## src/rtl/core/tdp_pkg.sv

```systemverilog
// Shared constants and controller/datapath interface types for the prime tester.
package tdp_pkg;

	// Default width of the candidate number.
	localparam int unsigned VALUE_BITS_DEFAULT = 16;

	// Commands from the controller to the datapath.
	typedef struct packed {
		logic load;       // capture a new candidate, set divisor to two
		logic rem_start;  // clear the remainder and begin a long division
		logic rem_step;   // one restoring division step
		logic next_div;   // advance the divisor and its square
		logic emit;       // write the result register
		logic flag;       // prime flag to write with emit
	} cmd_t;

	// Status from the datapath to the controller.
	typedef struct packed {
		logic below_two;  // candidate is zero or one
		logic sq_over;    // divisor squared exceeds the candidate
		logic rem_last;   // the current division step is the last one
		logic rem_zero;   // the finished remainder is zero
	} status_t;

endpackage

```

## src/rtl/core/tdp_datapath.sv

```systemverilog
// Datapath: operand and divisor registers, bit-serial remainder unit and result register.
module tdp_datapath #(
	parameter int unsigned VALUE_BITS = tdp_pkg::VALUE_BITS_DEFAULT
) (
	input  logic                  clk,
	input  logic                  arst_n,
	input  tdp_pkg::cmd_t         cmd,
	output tdp_pkg::status_t      status,
	input  logic [VALUE_BITS-1:0] candidate,
	output logic [VALUE_BITS-1:0] tested_value,
	output logic                  prime_flag
);

	localparam int unsigned CNT_BITS = (VALUE_BITS > 2) ? $clog2(VALUE_BITS) : 1;
	localparam logic [CNT_BITS-1:0] CNT_LAST = CNT_BITS'(VALUE_BITS - 1);

	logic [VALUE_BITS-1:0] value_q;
	logic [VALUE_BITS-1:0] div_q;
	logic [VALUE_BITS:0]   sq_q;
	logic [VALUE_BITS-1:0] rem_q;
	logic [VALUE_BITS-1:0] shift_q;
	logic [CNT_BITS-1:0]   cnt_q;
	logic [VALUE_BITS-1:0] tested_value_q;
	logic                  prime_flag_q;

	logic [VALUE_BITS:0]   partial;
	logic [VALUE_BITS:0]   diff;
	logic [VALUE_BITS-1:0] rem_next;

	// One restoring division step: bring down the next candidate bit and subtract if it fits.
	assign partial  = {rem_q, shift_q[VALUE_BITS-1]};
	assign diff     = partial - {1'b0, div_q};
	assign rem_next = diff[VALUE_BITS] ? partial[VALUE_BITS-1:0] : diff[VALUE_BITS-1:0];

	// Status toward the controller.
	assign status.below_two = (value_q[VALUE_BITS-1:1] == '0);
	assign status.sq_over   = (sq_q > {1'b0, value_q});
	assign status.rem_last  = (cnt_q == '0);
	assign status.rem_zero  = (rem_q == '0);

	// Operand, divisor, remainder and result registers.
	always_ff @(posedge clk or negedge arst_n) begin
		if (!arst_n) begin
			value_q        <= '0;
			div_q          <= '0;
			sq_q           <= '0;
			rem_q          <= '0;
			shift_q        <= '0;
			cnt_q          <= '0;
			tested_value_q <= '0;
			prime_flag_q   <= 1'b0;
		end else begin
			if (cmd.load) begin
				value_q <= candidate;
				div_q   <= VALUE_BITS'(2);
				sq_q    <= (VALUE_BITS + 1)'(4);
			end else if (cmd.next_div) begin
				div_q <= div_q + VALUE_BITS'(1);
				sq_q  <= sq_q + {div_q, 1'b1};
			end
			if (cmd.rem_start) begin
				rem_q   <= '0;
				shift_q <= value_q;
				cnt_q   <= CNT_LAST;
			end else if (cmd.rem_step) begin
				rem_q   <= rem_next;
				shift_q <= {shift_q[VALUE_BITS-2:0], 1'b0};
				cnt_q   <= cnt_q - CNT_BITS'(1);
			end
			if (cmd.emit) begin
				tested_value_q <= value_q;
				prime_flag_q   <= cmd.flag;
			end
		end
	end

	assign tested_value = tested_value_q;
	assign prime_flag   = prime_flag_q;

endmodule

```

## config.mk

```make
export PLATFORM = sky130hd
export DESIGN_NAME = tdp_datapath
export DESIGN_NICKNAME = d
export VERILOG_FILES = /design/src/rtl/core/tdp_pkg.sv /design/src/rtl/core/tdp_datapath.sv
export SDC_FILE = /design/constraint.sdc
export NUM_CORES = 1
export LEC_CHECK = 0
export BUFFER_PORTS_ARGS = -buffer_cell sky130_fd_sc_hd__buf_2
export CAP_MARGIN = 20
export CELL_PAD_IN_SITES_DETAIL_PLACEMENT = 0
export CELL_PAD_IN_SITES_GLOBAL_PLACEMENT = 1
export CORE_MARGIN = 4
export CORE_UTILIZATION = 30
export CTS_CLUSTER_DIAMETER = 60
export DETAILED_ROUTE_END_ITERATION = 6
export PLACE_DENSITY_LB_ADDON = 0.1
export RECOVER_POWER = 25
export SLEW_MARGIN = 30
export SYNTH_ARGS = -nofsm -noshare
export SYNTH_HDL_FRONTEND = slang
export SYNTH_SLANG_ARGS = --single-unit
```

## constraint.sdc

```tcl
create_clock -name clk -period 3.19 [get_ports clk]
set_input_delay 0.319 -clock clk [delete_from_list [all_inputs] [get_ports clk]]
set_output_delay 0.319 -clock clk [all_outputs]
set_load 0.005 [all_outputs]
```

==> metrics.txt <==
status=completed; crit-path cells=inv_1 -> ha_1 -> inv_1 -> fa_1 -> a21oi_2 -> o211ai_2 -> o2111ai_1 -> and2_4 -> xnor2_4 -> buf_4 -> nand3_1 -> a311oi_1; CP Class=reg -> reg; CTS HTree Levels=3; Tightest Hold Check Type=in -> reg; Worst Hold Depth=3; DR vias/cell=5.01; Met2 Wirelength=7170 um; total number of vias=4977; Tot GR Track Use=14.2%; crit start category=register; CP required=3.45 ns; clock sinks=102; DIE AREA=23600 sq um; CP Max Fanout=15; DR DRC count=0; Die H=154 um; Setup Skew=0.00828 ns; Synth Area per Inst=9.42 sq um; commonest non-fill, non-tap cells in the layout=dfrtp_1, nor2_1, nand2_1; # diodes=0; Top FF cell, synth=dfrtp_1; io pins=45; Synth Instances=676; leading area contributor after synthesis=dfrtp_1; ys async rst share=100%; post-synthesis xor/xnor area fraction=5.66%; routed length per instance=16.5 um; Synth Area in Adders=10.3%; FF-to-FF Start=shift_q[15]; Seq/Total Area, Yosys=40.1%; met1 WL=8440 um; 1st-iter DRT viols=307; Max-slew headroom=13.3%; CP arrival=3.11 ns; Post-Syn Area=6370 sq um; final worst path period share=89.4%; synthesized flop and latch total=102; cells on worst reg2reg path=12; Post-Place Cell Area=6900 sq um; Post-Syn Nets=751; Final ANT Viol Nets=0; leading cell type in the layout, fill and taps excluded=dfrtp_1; DP Wirelength=12600 um; Initial Util=30.4%; post-route non-filler standard cell count=993; post-synthesis mux area share=8.53%; CTS Hold Bufs=0; TNS Setup=0 ns; CP Capture Type=register; Synth-to-Final Area Change=13.1%; Clock Tree Root=clkbuf_16; Post-synth EDFFs=0; # fillers=2245; pins over their slew limit=0; largest cells by area after synthesis=dfrtp_1, ha_1, mux2i_1; compound-gate portion of the synthesized area=16.5%; Worst-path clk slew=0.07 ns; post-synthesis simple-gate area fraction=14.6%; maximum capacitance violations=0; nets@finish=788; slowest CP cell=fa_1; max layer used=met4; Fin. Hold Viols=0; DRT Wirelength=16400 um; CTS tree=built; total power after layout=4810 uW; Max Buffers Root-to-Sink=2; largest family of logic cells by synthesized area=compound AO/OA/AOI/OAI gates; port buffer count=44; Ys Warns=0; grt total ovfl=0; first-pass GRT wire length=26900 um; Row Count=53; global placement routability congestion=0.827; Worst R2R Setup Slack=0.34 ns; max frequency=351 MHz; Yosys top cell area share=40.1%; critical path's most frequent cell=inv_1; core area=21000 sq um; cts bufs inserted=9; Cell variety after synth=60; Post-CTS Setup Inserts=0; Hold Crit Endpoint=value_q[12]; hold_sp=candidate[12]; Worst path max stage delay=0.41 ns; Routed met3 length=524 um; Die Wd=154 um; minimum clock period after layout=2.85 ns; largest net degree at the start of global routing=51; final setup violation count=0; layout cells sized above 1=13.4%; cell area after layout=7200 sq um; RSZ-0062 raised after global routing=false; worst vdd ir=0.000266 V; total iterations of the first detailed-routing run=4; vias in the first global route=4962; leakage power=0.00338 uW; antenna violations before repair=0; R2R Path End=rem_q[9]; Cells after DPL=977; Cell Pwr Density=668 nW/um^2; CTS resizes=0; later-pin clock latency in the skew report=0.35 ns; Worst Max-Slew Pin Slew=1.30 ns
[synthesized netlist by cell type (4+ instances only)]
cell,instances
o211ai_1,5
a21o_1,17
nand4_1,9
o21bai_1,4
dfrtp_1,102
inv_1,42
o21ai_0,48
xor2_1,8
buf_1,5
nor3_1,8
nor4_1,11
nor2b_1,4
a21oi_1,34
nor2_1,65
xnor2_1,30
o21a_1,9
clkbuf_1,21
nand2_1,61
mux2_2,18
and3_1,6
nand2b_1,9
nand3_1,6
mux2i_1,34
or3_1,5
ha_1,49
a211oi_1,18
[through the flow]
| stage | hold slack (ns) | setup WS (ns) | utilization, % |
|---|---|---|---|
| floorplan | 0.0234 | 0.547 | - |
| global placement | 0.402 | 0.397 | 32.9 |
| detailed placement | 0.407 | 0.376 | 32.9 |
| CTS | 0.0233 | 0.350 | 34.4 |
| global route | 0.183 | 0.0898 | 34.4 |
| finish | 0.176 | 0.339 | 34.4 |
[state kept, by name, indices dropped and copies added (netlist names)]
register,flops
sq_q,17
div_q,16
rem_q,16
shift_q,16
tested_value,16
value_q,16
cnt_q,4
prime_flag,1
[worst max path at each step]
stage / startpoint / endpoint / slack (ns)
after global placement: shift_q[15] / rem_q[9] / 0.40
after CTS: shift_q[15] / rem_q[4] / 0.35
after floorplan: div_q[0] / rem_q[12] / 0.55
after detailed placement: shift_q[15] / rem_q[4] / 0.38
after global routing: div_q[5] / sq_q[15] / 0.09
final: shift_q[15] / rem_q[9] / 0.34
[power breakdown]
part | leakage [uW] | total (uW) | internal, uW | switching [uW]
registers | 0.00129 | 1630 | 1450 | 172
clock network | 0.000150 | 1170 | 627 | 539
logic | 0.00194 | 2020 | 916 | 1100
[cells by family after synthesis]
logic type / count (synthesis)
simple gates: 198
compound gates: 163
flops: 102
buf+inv: 71
mux: 52
fa+ha+maj: 51
xor+xnor: 39
[routing by layer]
metal / track usage (%) / vias up
met2: 21.5 / 70
met4: 4.63 / 0
li1: - / 2477
met1: 20.8 / 2413
met3: 2.08 / 17
met5: 0 / -
[cell type report]
cell class,instances,area (sq um),area share [%]
repair buffers,55,302,4.19
flip-flops and latches,102,2550,35.4
well taps,275,344,4.78
clock inverters,7,86.3,1.20
clock buffers,9,225,3.13
multi-input cells,503,3540,49.1
inverters,42,158,2.19
[worst max-delay path, delay by kind of cell, from the launching register on]
family | cells | cell delay, ns
flops | 1 | 0.40
buf+inv | 3 | 0.42
compound gates | 4 | 0.87
xor+xnor | 1 | 0.16
simple gates | 2 | 0.34
fa+ha+maj | 2 | 0.56
Power figures use the tool's default switching activity.
